==> src/design/pss_pkg.sv <==
// ----------------------------------------------------------------------------
// Process state scheduler package
// Shared constants, types and command structures for the scheduler.
// ----------------------------------------------------------------------------
package pss_pkg;

    localparam int NUM_PROCS = 20;
    localparam int TICK_BITS = 32;
    localparam int PID_W = $clog2(NUM_PROCS);
    localparam int CNT_W = $clog2(NUM_PROCS + 1);

    typedef logic [PID_W-1:0] pid_t;
    typedef logic [CNT_W-1:0] cnt_t;
    typedef logic [TICK_BITS-1:0] tick_t;

    typedef enum logic [2:0] {
        OP_TICK     = 3'd0,
        OP_NEW      = 3'd1,
        OP_SLEEP    = 3'd2,
        OP_LOCK     = 3'd3,
        OP_UNLOCK   = 3'd4,
        OP_DISPATCH = 3'd5,
        OP_GETPID   = 3'd6,
        OP_NONE     = 3'd7
    } op_t;

    typedef enum logic [2:0] {
        PS_FREE     = 3'd0,
        PS_RUN      = 3'd1,
        PS_READY    = 3'd2,
        PS_SLEEPING = 3'd3,
        PS_WAIT     = 3'd4
    } pstate_t;

    localparam logic [1:0] ST_OK       = 2'd0;
    localparam logic [1:0] ST_NO_FREE  = 2'd1;
    localparam logic [1:0] ST_NO_RUN   = 2'd2;
    localparam logic [1:0] ST_RQ_EMPTY = 2'd3;

    localparam logic [0:0] CFG_TIME_SLICE = 1'd0;
    localparam logic [0:0] CFG_TPSU       = 1'd1;

    typedef struct packed {
        logic start;
        logic scan;
        logic finish;
        logic mul_load;
    } pss_cmd_t;

    typedef struct packed {
        logic scan_last;
    } pss_stat_t;

    typedef struct packed {
        logic [1:0] status;
        pid_t       result_pid;
        logic       running_valid;
        pid_t       running_pid;
        logic       preempted;
        cnt_t       woken_count;
        cnt_t       run_queue_count;
        logic       mutex_locked;
    } result_t;

endpackage

==> src/design/pss_ctrl.sv <==
// ----------------------------------------------------------------------------
// Process state scheduler controller
// Sequences one event: start, a multiply step, a scan over all process entries, finish.
// ----------------------------------------------------------------------------
module pss_ctrl (
    input  logic              aclk,
    input  logic              aresetn,
    input  logic              in_fire,
    input  logic              out_busy,
    input  pss_pkg::pss_stat_t stat,
    output logic              busy,
    output pss_pkg::pss_cmd_t cmd
);

    typedef enum logic [3:0] {
        S_IDLE = 4'b0001,
        S_MUL  = 4'b0010,
        S_SCAN = 4'b0100,
        S_FIN  = 4'b1000
    } state_t;

    state_t state_reg, state_next;

    always_comb begin
        state_next = state_reg;
        cmd = '0;
        case (state_reg)
            S_IDLE: begin
                if (in_fire) begin
                    cmd.start = 1'b1;
                    state_next = S_MUL;
                end
            end
            S_MUL: begin
                cmd.mul_load = 1'b1;
                state_next = S_SCAN;
            end
            S_SCAN: begin
                cmd.scan = 1'b1;
                if (stat.scan_last) begin
                    state_next = S_FIN;
                end
            end
            S_FIN: begin
                if (!out_busy) begin
                    cmd.finish = 1'b1;
                    state_next = S_IDLE;
                end
            end
            default: state_next = S_IDLE;
        endcase
    end

    always_ff @(posedge aclk) begin
        if (!aresetn) begin
            state_reg <= S_IDLE;
        end else begin
            state_reg <= state_next;
        end
    end

    assign busy = (state_reg != S_IDLE);

`ifndef SYNTHESIS
    a_onehot: assert property (@(posedge aclk) disable iff (!aresetn) $onehot(state_reg))
        else $error("controller state not one-hot");
    a_start: assert property (@(posedge aclk) disable iff (!aresetn)
        cmd.start |=> state_reg == S_MUL)
        else $error("start did not enter multiply step");
    a_fin: assert property (@(posedge aclk) disable iff (!aresetn)
        cmd.finish |=> !busy)
        else $error("finish did not return to idle");
`endif

endmodule

==> src/design/pss_datapath.sv <==
// ----------------------------------------------------------------------------
// Process state scheduler datapath
// Process table, pid FIFOs, mutex, tick counter and the running pid.
// ----------------------------------------------------------------------------
module pss_datapath (
    input  logic                   aclk,
    input  logic                   aresetn,
    input  pss_pkg::pss_cmd_t      cmd,
    output pss_pkg::pss_stat_t     stat,
    input  logic [2:0]             opcode,
    input  logic [15:0]            sleep_units,
    input  logic                   cfg_we,
    input  logic                   cfg_idx,
    input  logic [15:0]            cfg_data,
    output pss_pkg::result_t       res
);

    localparam int N = pss_pkg::NUM_PROCS;
    localparam int PW = pss_pkg::PID_W;
    localparam int CW = pss_pkg::CNT_W;
    localparam int TB = pss_pkg::TICK_BITS;

    logic [15:0] slice_reg, tpsu_reg;
    logic [2:0]  op_reg;
    logic [15:0] units_reg;
    logic [31:0] prod_reg;
    pss_pkg::pstate_t pst_reg [N];
    pss_pkg::tick_t   wake_reg [N];
    logic [15:0]      used_reg [N];
    pss_pkg::pid_t    ffifo_reg [N];
    pss_pkg::pid_t    rfifo_reg [N];
    pss_pkg::pid_t    wfifo_reg [N];
    pss_pkg::pid_t    fhead_reg, rhead_reg, whead_reg;
    pss_pkg::cnt_t    fcnt_reg, rcnt_reg, wcnt_reg;
    logic             lock_reg;
    pss_pkg::tick_t   tick_reg;
    pss_pkg::pid_t    cur_reg;
    logic             curv_reg;
    pss_pkg::pid_t    idx_reg;
    pss_pkg::cnt_t    woken_reg;
    logic [1:0]       status_reg;
    pss_pkg::pid_t    rpid_reg;
    logic             pre_reg;

    function automatic pss_pkg::pid_t wrap(input pss_pkg::cnt_t h, input pss_pkg::cnt_t c);
        logic [CW:0] s;
        s = {1'b0, h} + {1'b0, c};
        if (s >= (CW+1)'(N)) begin
            s = s - (CW+1)'(N);
        end
        return s[PW-1:0];
    endfunction

    function automatic pss_pkg::pid_t inc(input pss_pkg::pid_t h);
        return (h == PW'(N - 1)) ? '0 : h + 1'b1;
    endfunction

    assign stat.scan_last = (idx_reg == PW'(N - 1));

    always_ff @(posedge aclk) begin
        if (!aresetn) begin
            slice_reg <= 16'd10;
            tpsu_reg <= 16'd100;
        end else begin
            if (cfg_we) begin
                if (cfg_idx == pss_pkg::CFG_TIME_SLICE) begin
                    slice_reg <= cfg_data;
                end else begin
                    tpsu_reg <= cfg_data;
                end
            end
            if (cmd.start) begin
                op_reg <= opcode;
                units_reg <= sleep_units;
            end
            if (cmd.mul_load) begin
                prod_reg <= tpsu_reg * units_reg;
            end
        end
    end

    always_ff @(posedge aclk) begin
        if (!aresetn) begin
            for (int i = 0; i < N; i++) begin
                pst_reg[i] <= pss_pkg::PS_FREE;
                wake_reg[i] <= '0;
                used_reg[i] <= '0;
                ffifo_reg[i] <= PW'(i);
                rfifo_reg[i] <= '0;
                wfifo_reg[i] <= '0;
            end
            fhead_reg <= '0; rhead_reg <= '0; whead_reg <= '0;
            fcnt_reg <= CW'(N); rcnt_reg <= '0; wcnt_reg <= '0;
            lock_reg <= 1'b0;
            tick_reg <= '0;
            cur_reg <= '0;
            curv_reg <= 1'b0;
            idx_reg <= '0;
            woken_reg <= '0;
            status_reg <= pss_pkg::ST_OK;
            rpid_reg <= '0;
            pre_reg <= 1'b0;
        end else if (cmd.start) begin
            idx_reg <= '0;
            woken_reg <= '0;
            status_reg <= pss_pkg::ST_OK;
            rpid_reg <= '0;
            pre_reg <= 1'b0;
            if (opcode == pss_pkg::OP_TICK) begin
                tick_reg <= tick_reg + 1'b1;
            end
        end else if (cmd.scan) begin
            idx_reg <= stat.scan_last ? idx_reg : idx_reg + 1'b1;
            if (op_reg == pss_pkg::OP_TICK && pst_reg[idx_reg] == pss_pkg::PS_SLEEPING
                && wake_reg[idx_reg] == tick_reg) begin
                pst_reg[idx_reg] <= pss_pkg::PS_READY;
                woken_reg <= woken_reg + 1'b1;
                if (rcnt_reg < CW'(N)) begin
                    rfifo_reg[wrap(CW'(rhead_reg), rcnt_reg)] <= idx_reg;
                    rcnt_reg <= rcnt_reg + 1'b1;
                end
            end
        end else if (cmd.finish) begin
            case (op_reg)
                pss_pkg::OP_TICK: begin
                    if (curv_reg && cur_reg != '0) begin
                        used_reg[cur_reg] <= used_reg[cur_reg] + 1'b1;
                        if (used_reg[cur_reg] + 16'd1 == slice_reg) begin
                            pst_reg[cur_reg] <= pss_pkg::PS_READY;
                            if (rcnt_reg < CW'(N)) begin
                                rfifo_reg[wrap(CW'(rhead_reg), rcnt_reg)] <= cur_reg;
                                rcnt_reg <= rcnt_reg + 1'b1;
                            end
                            curv_reg <= 1'b0;
                            pre_reg <= 1'b1;
                        end
                    end
                end
                pss_pkg::OP_NEW: begin
                    if (fcnt_reg == '0) begin
                        status_reg <= pss_pkg::ST_NO_FREE;
                    end else begin
                        fhead_reg <= inc(fhead_reg);
                        fcnt_reg <= fcnt_reg - 1'b1;
                        pst_reg[ffifo_reg[fhead_reg]] <= pss_pkg::PS_RUN;
                        wake_reg[ffifo_reg[fhead_reg]] <= '0;
                        used_reg[ffifo_reg[fhead_reg]] <= '0;
                        rpid_reg <= ffifo_reg[fhead_reg];
                        if (ffifo_reg[fhead_reg] != '0 && rcnt_reg < CW'(N)) begin
                            rfifo_reg[wrap(CW'(rhead_reg), rcnt_reg)] <= ffifo_reg[fhead_reg];
                            rcnt_reg <= rcnt_reg + 1'b1;
                        end
                    end
                end
                pss_pkg::OP_SLEEP: begin
                    if (!curv_reg) begin
                        status_reg <= pss_pkg::ST_NO_RUN;
                    end else begin
                        wake_reg[cur_reg] <= tick_reg + TB'(prod_reg);
                        pst_reg[cur_reg] <= pss_pkg::PS_SLEEPING;
                        curv_reg <= 1'b0;
                    end
                end
                pss_pkg::OP_LOCK: begin
                    if (!curv_reg) begin
                        status_reg <= pss_pkg::ST_NO_RUN;
                    end else if (!lock_reg) begin
                        lock_reg <= 1'b1;
                    end else begin
                        if (wcnt_reg < CW'(N)) begin
                            wfifo_reg[wrap(CW'(whead_reg), wcnt_reg)] <= cur_reg;
                            wcnt_reg <= wcnt_reg + 1'b1;
                        end
                        pst_reg[cur_reg] <= pss_pkg::PS_WAIT;
                        curv_reg <= 1'b0;
                    end
                end
                pss_pkg::OP_UNLOCK: begin
                    if (wcnt_reg == '0) begin
                        lock_reg <= 1'b0;
                    end else begin
                        whead_reg <= inc(whead_reg);
                        wcnt_reg <= wcnt_reg - 1'b1;
                        pst_reg[wfifo_reg[whead_reg]] <= pss_pkg::PS_RUN;
                        if (rcnt_reg < CW'(N)) begin
                            rfifo_reg[wrap(CW'(rhead_reg), rcnt_reg)] <= wfifo_reg[whead_reg];
                            rcnt_reg <= rcnt_reg + 1'b1;
                        end
                    end
                end
                pss_pkg::OP_DISPATCH: begin
                    if (curv_reg && cur_reg != '0) begin
                        rpid_reg <= cur_reg;
                    end else if (rcnt_reg == '0) begin
                        status_reg <= pss_pkg::ST_RQ_EMPTY;
                    end else begin
                        rhead_reg <= inc(rhead_reg);
                        rcnt_reg <= rcnt_reg - 1'b1;
                        pst_reg[rfifo_reg[rhead_reg]] <= pss_pkg::PS_RUN;
                        used_reg[rfifo_reg[rhead_reg]] <= '0;
                        cur_reg <= rfifo_reg[rhead_reg];
                        curv_reg <= 1'b1;
                        rpid_reg <= rfifo_reg[rhead_reg];
                    end
                end
                pss_pkg::OP_GETPID: begin
                    if (!curv_reg) begin
                        status_reg <= pss_pkg::ST_NO_RUN;
                    end else begin
                        rpid_reg <= cur_reg;
                    end
                end
                default: ;
            endcase
        end
    end

    always_comb begin
        res.status = status_reg;
        res.result_pid = rpid_reg;
        res.running_valid = curv_reg;
        res.running_pid = curv_reg ? cur_reg : '0;
        res.preempted = pre_reg;
        res.woken_count = woken_reg;
        res.run_queue_count = rcnt_reg;
        res.mutex_locked = lock_reg;
    end

`ifndef SYNTHESIS
    a_rcnt: assert property (@(posedge aclk) disable iff (!aresetn) rcnt_reg <= CW'(N))
        else $error("run queue count overflow");
    a_fcnt: assert property (@(posedge aclk) disable iff (!aresetn) fcnt_reg <= CW'(N))
        else $error("free queue count overflow");
    a_wake: assert property (@(posedge aclk) disable iff (!aresetn)
        cmd.start |=> woken_reg == '0)
        else $error("woken count not cleared at start");
`endif

endmodule

==> src/design/process_state_scheduler_top.sv <==
// An event passes through the start, multiply, scan and finish steps, then finish_d_reg and the output register.
// A new event is accepted only while the controller is idle, so one event at a time.
// The scan visits one process entry per cycle through a single compare unit.
// A new event is accepted while the previous result beat waits on the output register.
// Reset is synchronous, active low: all pids free, run and wait queues empty, tick counter zero.
// ----------------------------------------------------------------------------
// Process state scheduler top level
// Streaming event input, one result beat per event, plain configuration port.
// ----------------------------------------------------------------------------
module process_state_scheduler_top (
    input  logic        aclk,
    input  logic        aresetn,
    input  logic        s_tvalid,
    output logic        s_tready,
    input  logic [23:0] s_tdata,   // opcode[2:0], sleep_units[18:3], zero pad
    output logic        m_tvalid,
    input  logic        m_tready,
    output logic [31:0] m_tdata,   // status, result_pid, running_valid, running_pid,
                                   // preempted, woken_count, run_queue_count, mutex_locked
    input  logic        cfg_we,
    input  logic        cfg_addr,
    input  logic [15:0] cfg_wdata
);

    pss_pkg::pss_cmd_t  cmd;
    pss_pkg::pss_stat_t stat;
    pss_pkg::result_t   res;
    logic busy;
    logic in_fire;
    logic mvalid_reg;
    logic [31:0] mdata_reg;

    assign s_tready = !busy;
    assign in_fire = s_tvalid && s_tready;

    pss_ctrl u_ctrl (
        .aclk(aclk), .aresetn(aresetn), .in_fire(in_fire),
        .out_busy(mvalid_reg && !m_tready), .stat(stat), .busy(busy), .cmd(cmd)
    );

    pss_datapath u_dp (
        .aclk(aclk), .aresetn(aresetn), .cmd(cmd), .stat(stat),
        .opcode(s_tdata[2:0]), .sleep_units(s_tdata[18:3]),
        .cfg_we(cfg_we), .cfg_idx(cfg_addr), .cfg_data(cfg_wdata), .res(res)
    );

    logic finish_d_reg;
    always_ff @(posedge aclk) begin
        if (!aresetn) begin
            finish_d_reg <= 1'b0;
            mvalid_reg <= 1'b0;
        end else begin
            finish_d_reg <= cmd.finish;
            if (finish_d_reg) begin
                mvalid_reg <= 1'b1;
            end else if (m_tready) begin
                mvalid_reg <= 1'b0;
            end
        end
        if (finish_d_reg) begin
            mdata_reg <= {7'd0, res.mutex_locked, res.run_queue_count, res.woken_count,
                          res.preempted, res.running_pid, res.running_valid,
                          res.result_pid, res.status};
        end
    end

    assign m_tvalid = mvalid_reg;
    assign m_tdata = mdata_reg;

endmodule
==> config.mk <==
export PLATFORM = sky130hd
export DESIGN_NAME = process_state_scheduler_top
export DESIGN_NICKNAME = d
export VERILOG_FILES = /design/src/design/pss_pkg.sv /design/src/design/pss_ctrl.sv /design/src/design/pss_datapath.sv /design/src/design/process_state_scheduler_top.sv
export SDC_FILE = /design/constraint.sdc
export NUM_CORES = 2
export LEC_CHECK = 0
export ABC_AREA = 1
export BUFFER_PORTS_ARGS = -buffer_cell sky130_fd_sc_hd__buf_2
export CELL_PAD_IN_SITES_DETAIL_PLACEMENT = 0
export CELL_PAD_IN_SITES_GLOBAL_PLACEMENT = 2
export CORE_MARGIN = 2
export CORE_UTILIZATION = 46
export CTS_CLUSTER_DIAMETER = 100
export DETAILED_ROUTE_END_ITERATION = 7
export PLACE_DENSITY = 0.93
export SETUP_SLACK_MARGIN = 0.2
export SLEW_MARGIN = 0
export SYNTH_ARGS = -nofsm -noshare
export SYNTH_HDL_FRONTEND = slang
export SYNTH_SLANG_ARGS = --single-unit
==> constraint.sdc <==
create_clock -name aclk -period 18.3 [get_ports aclk]
set_clock_uncertainty 0.1 [all_clocks]
set_input_delay 0.915 -clock aclk [delete_from_list [all_inputs] [get_ports aclk]]
set_output_delay 0.915 -clock aclk [all_outputs]
set_load 0.01 [all_outputs]
==> After elaboration in Yosys (flattened, before gate mapping) <==
Memories as Yosys holds them, arrays and structs flattened. A register that Yosys moved wholly into a read port is not among the register bits.
Index checks and enable logic that the tools add are counted.
{ "word_totals": {"mem_count": 6, "elab_cells": 376, "mem_bits_rw": 1320, "regBits": 201, "out_inout_bits": 34} }
{ "mem_list": {"columns": ["memory", "words", "width", "rd", "rd_clocked_by_memory_dff", "wr", "line_no", "source"], "rows": [
  ["u_dp.wake_reg", 20, 32, 1, 1, 20, "pss_datapath.sv:28", "pss_pkg::tick_t wake_reg [N];"],
  ["u_dp.used_reg", 20, 16, 1, 1, 20, "pss_datapath.sv:29", "logic [15:0] used_reg [N];"],
  ["u_dp.ffifo_reg", 20, 5, 1, 1, 20, "pss_datapath.sv:30", "pss_pkg::pid_t ffifo_reg [N];"],
  ["u_dp.rfifo_reg", 20, 5, 1, 1, 20, "pss_datapath.sv:31", "pss_pkg::pid_t rfifo_reg [N];"],
  ["u_dp.wfifo_reg", 20, 5, 1, 1, 20, "pss_datapath.sv:32", "pss_pkg::pid_t wfifo_reg [N];"],
  ["u_dp.pst_reg", 20, 3, 1, 1, 20, "pss_datapath.sv:27", "pss_pkg::pstate_t pst_reg [N];"]
]} }
{ "classes": {"muxes": 211, "n_bitwise": 14, "reduce_logical": 54, "add_sub_neg": 17, "order_cmp": 4, "n_eq_ne": 44, "n_mul": 1} }
{ "op_table": {"columns": ["cell", "n"], "rows": [
  ["$mux W5", 61],
  ["$mux W1", 124],
  ["$mux W32", 2],
  ["$reduce_or A32 Y1", 2],
  ["$mux W16", 3],
  ["$reduce_or A16 Y1", 3],
  ["$add A5 B1 Y5 const B", 7],
  ["$add A32 B1 Y32 const B", 1],
  ["$add A32 B32 Y32", 1],
  ["$eq A32 B32 Y1", 1],
  ["$mul A16 B16 Y32", 1],
  ["$mux W3", 7],
  ["$eq A5 B5 Y1 const B", 4],
  ["$pmux W5 S4", 1],
  ["$ne A2 B1 Y1 const B", 9],
  ["$ne A2 B2 Y1 const B", 9],
  ["$ne A3 B3 Y1 const B", 6],
  ["$reduce_and A6 Y1", 3],
  ["$reduce_or A3 Y1", 6],
  ["$add A16 B1 Y16 const B", 1],
  ["$eq A16 B16 Y1", 1],
  ["$pmux W4 S4", 1],
  ["$reduce_and A8 Y1", 2],
  ["$logic_not A5 Y1", 3],
  ["37 further kinds", 86]
]} }

==> Longest topological paths before layout <==
{ "logic_depth": {"ltp_word": 17, "ltp_mapped": 35, "mapped_depth_nobuf": 32} }

==> Hierarchy <==
Synthesis repeated with hierarchy kept, for this count alone.
{ "unflattened": {"cells_unflattened": 10295, "area_unflattened_um2": 105000.7} }
{ "modules_own_cells": {"columns": ["module", "n_inst", "area_each_um2", "seq_area_each_um2", "cells_per_inst"], "rows": [
  ["pss_datapath", 1, 103855.9, 63030.5, 10212],
  ["process_state_scheduler_top", 1, 895.9, 790.8, 46],
  ["pss_ctrl", 1, 249.0, 80.1, 37]
]} }

==> Least setup slack after synthesis <==
Ideal clock, no wire load.
{ "synth_timing": {"kind": "reg2reg", "from": "register u_dp.units_reg[1]", "to": "register u_dp.prod_reg[30], data pin", "path_buffers": 2, "path_slack_ns": 11.525, "arrival_time_ns": 6.415, "required_ns": 17.940, "path_stages_with_launch": 30, "path_cell_list": "edfxtp_1 clkbuf_1 clkbuf_1 nand2_1 fa_1 inv_1 fa_1 inv_1 fa_1 fa_1 inv_1 fa_1 inv_1 fa_1 inv_1 ha_1 nand2_1 nor2_1 inv_1 o21bai_1 a21boi_0 o21ai_0 a21oi_1 o21ai_0 a21boi_0 o21ai_0 a21oi_1 nor2_1 nor2_1 xor2_1"} }
{ "synth_between": {"elab_chain_len": 1} }
{ "synth_rtl": {"columns": ["element", "line_no", "source"], "rows": [
  ["start, declared", "pss_datapath.sv:25", "logic [15:0] units_reg;"],
  ["start signal, assigned", "pss_datapath.sv:74", "units_reg <= sleep_units;"],
  ["$mul A16 B16 Y32", "pss_datapath.sv:77", "prod_reg <= tpsu_reg * units_reg;"],
  ["end signal, assigned", "pss_datapath.sv:77", null],
  ["end, declared", "pss_datapath.sv:26", "logic [31:0] prod_reg;"]
]} }
Every way passes these cells.
A chain may end at the register's enable or synchronous reset.

==> run metrics <==
Worst Path Required 18.71 ns; switching pwr 2.79 mW; P per Cell Area 99.6 nW/um^2; Synth Area per Inst 10.2 sq um; most common cell after layout, fill and taps aside nor2_1; Synth top area share just under 60%; post-route setup TNS 0 ns; Static Leak 41.9 nW; Final Hold Viols 0; Crit path arrival time 8.29 ns; die height 480 um; Synth Cell Area around 100000 sq um; CTS clk-pin slew, worst paths 0.06 ns; top_reg_cell synth edfxtp_1; WL met3 26400 um; final wirelength 306000 um; Max IR drop VDD 0.112 mV; worst path cell trace buf_4 -> buf_4 -> buf_4 -> o21ai_0 -> o22ai_1 -> o21ai_0 -> o21ai_0 -> nand2_1 -> nand2_1 -> nand2_1 -> inv_1 -> nand4_1 -> nor2_1 -> nand3_1 -> nor2_2 -> nand3_1 -> nand4_2 -> nand3_1 -> nor2_1; leading area contributor after synthesis edfxtp_1; first-pass GRT wire length 457000 um; GRT overflow 0; M1 wire length between 100000 and 150000 um; Final HPWL DP approximately 190000 um; Initial Util ~46%; total track usage between 20% and 30%; Highest Signal Layer met5; startpoint type of the worst setup path flip-flop; ys async rst share 0%; Unique masters post-synth 63; gp weighted congestion between 0.8 and 0.9; DR vias/cell 5.77; drt first pass iters 6; Flop pwr share 49.6%; Final Total Pwr between 10 and 15 mW; kind of critical path flip-flop to flip-flop; largest net degree at the start of global routing about 170; switching part of the total 24.5%; Synth-to-Final Area Change 9.91%; root buffer cell clkbuf_16; Sink Count 2178; critical path fanouts, max 62; Yosys warning count 0; sequential fraction of the synthesis area 61.4%; die area 230000 sq um; Max clock buf depth 3; met2 WL between 100000 and 150000 um; vias in the first global route 73600; most frequent cells in the layout nor2_1 (2224), edfxtp_1 (2028), nand2_1 (1519), o21ai_0 (856), nand3_1 (695); register-to-register setup slack roughly 10 ns; FF+latch count, synth roughly 2200; post-CTS setup repair buffer count 0; Worst-Margin Slew around 1.4 ns; Tmin final 7.88 ns; H-tree depth 4; clock share of power 40.2%; Nets approximately 10000; # IOs 80; core region area 225000 sq um; fillers between 15000 and 20000; largest cells by area after synthesis edfxtp_1 (59%), nor2_1 (8.1%), nand2_1 (5.5%); Clock Latency Late Sink about 0.92 ns; CTS Hold Buffers Added 0; DP Area approximately 110000 sq um; post-route antenna net violation count 0; Critical Path Slowest Stage Cell dfxtp_4; Port-buffer cells 67; worst min path class input port to flip-flop; initial antenna violation count 19; max FFs per register slightly above 1000; Max-Slew Margin vs Limit 6.76%; max_cap viols 0; Die Width around 480 um; outcome completed; fraction of layout cells with a size suffix above 1 just under 7%; vias 76000; Num CTS Buffers about 220; unrepaired setup endpoints after global routing no; Final setup viols 0; Max stage delay on crit path 0.86 ns; row count 174; internal power 8.60 mW; Residual DRC 0; CTS tree done; WL per Instance 23.3 um; fin crit share between 40% and 50%; post_cts resized 0; final instance area approximately 110000 sq um; f_max 0.127 GHz; synthesized instance count 10200; Post-synth EDFFs 2028; Slew Limit Fails 0; endpoint type of the worst setup path flip-flop; Initial DRC Count 8407; Logic pwr share about a tenth
[cells by family after synthesis]
kind of cell             share of synthesized area, %
adder cells (fa/ha/maj)                          5.77
other                                         0.00361
buffers and inverters                            5.26
flip-flops                                       61.4
AO/OA/AOI/OAI                                    8.67
XOR/XNOR                                        0.581
AND/OR/NAND/NOR                                  18.3
[layout make-up]
cell class | count | area, sq um | share of cell area (%)
inverter | 688 | 2610 | 2.28
timing repair buffer | 233 | 1660 | 1.45
sequential | 2178 | 63900 | 55.9
antenna | 8 | 20.0 | 0.0175
multi-input combinational | 6649 | 34900 | 30.5
tap | 2992 | 3740 | 3.27
clock inverter | 139 | 1480 | 1.29
clock buffer | 281 | 5960 | 5.22
[final timing paths]
path                     start               endpoint  cells past startpoint
min reg2reg  u_dp.woken_reg[4]            m_tdata[18]                      0
max reg2reg          flip-flop  u_dp.rfifo_reg[27][1]                     19
min                s_tdata[18]     u_dp.units_reg[15]                      1
max                  flip-flop  u_dp.rfifo_reg[27][1]                     19
[critical path, delay by kind of cell (launching register included)]
family	cells	cell delay, ns
simple gates	11	3.12
buf+inv	4	1.95
compound gates	4	1.34
flops	1	0.86
[stage by stage]
stage	hold WS, ns	setup WS, ns	cells	utilization [%]
floorplan	0.303	11.53	10200	-
global placement	0.342	10.49	12700	47.5
detailed placement	0.343	10.47	12700	47.5
CTS	0.00726	10.48	13200	50.8
global route	0.0410	9.82	13200	50.8
finish	0.0809	10.42	13200	50.8
[routing by layer]
layer | track usage (%) | vias to the layer above
li1 | - | 34500
met1 | 35.8 | 37700
met2 | 42.8 | 3280
met3 | 4.33 | 530
met4 | 8.98 | 8
met5 | 0 | -
[Yosys cell counts, types with 6 or more instances]
| cell | number |
|---|---|
| nand3b_1 | 7 |
| buf_2 | 80 |
| buf_4 | 34 |
| xor2_1 | 43 |
| xnor2_1 | 26 |
| nand3_1 | 695 |
| o21bai_1 | 9 |
| dfxtp_1 | 150 |
| nand2_2 | 7 |
| o211ai_1 | 40 |
| o21ai_1 | 17 |
| nand4_1 | 63 |
| a21boi_0 | 9 |
| clkinv_1 | 21 |
| nor2_2 | 13 |
| ha_1 | 163 |
| edfxtp_1 | 2028 |
| buf_1 | 39 |
| fa_1 | 198 |
| nand2_1 | 1535 |
| or2_2 | 13 |
| a41oi_1 | 6 |
| clkbuf_1 | 538 |
| nor3_2 | 12 |
| nor2_1 | 2239 |
| inv_1 | 654 |
| buf_6 | 6 |
| o21ai_0 | 856 |
| a31oi_1 | 22 |
| o221ai_1 | 245 |
| a32o_1 | 8 |
| a21oi_1 | 167 |
| inv_2 | 12 |
| o21a_1 | 13 |
| o22ai_1 | 99 |
| nor4_1 | 15 |
| nor3_1 | 53 |
[power by group through the flow]
stage	Sequential, mW	Clock [mW]	Combinational [mW]
floorplan	5.72	0	0.877
global placement	5.75	0	1.16
detailed placement	5.75	0	1.17
CTS	5.65	4.63	1.18
global route	5.66	4.82	1.35
finish	5.65	4.58	1.16
No activity file was read; power rests on OpenSTA's default activity.
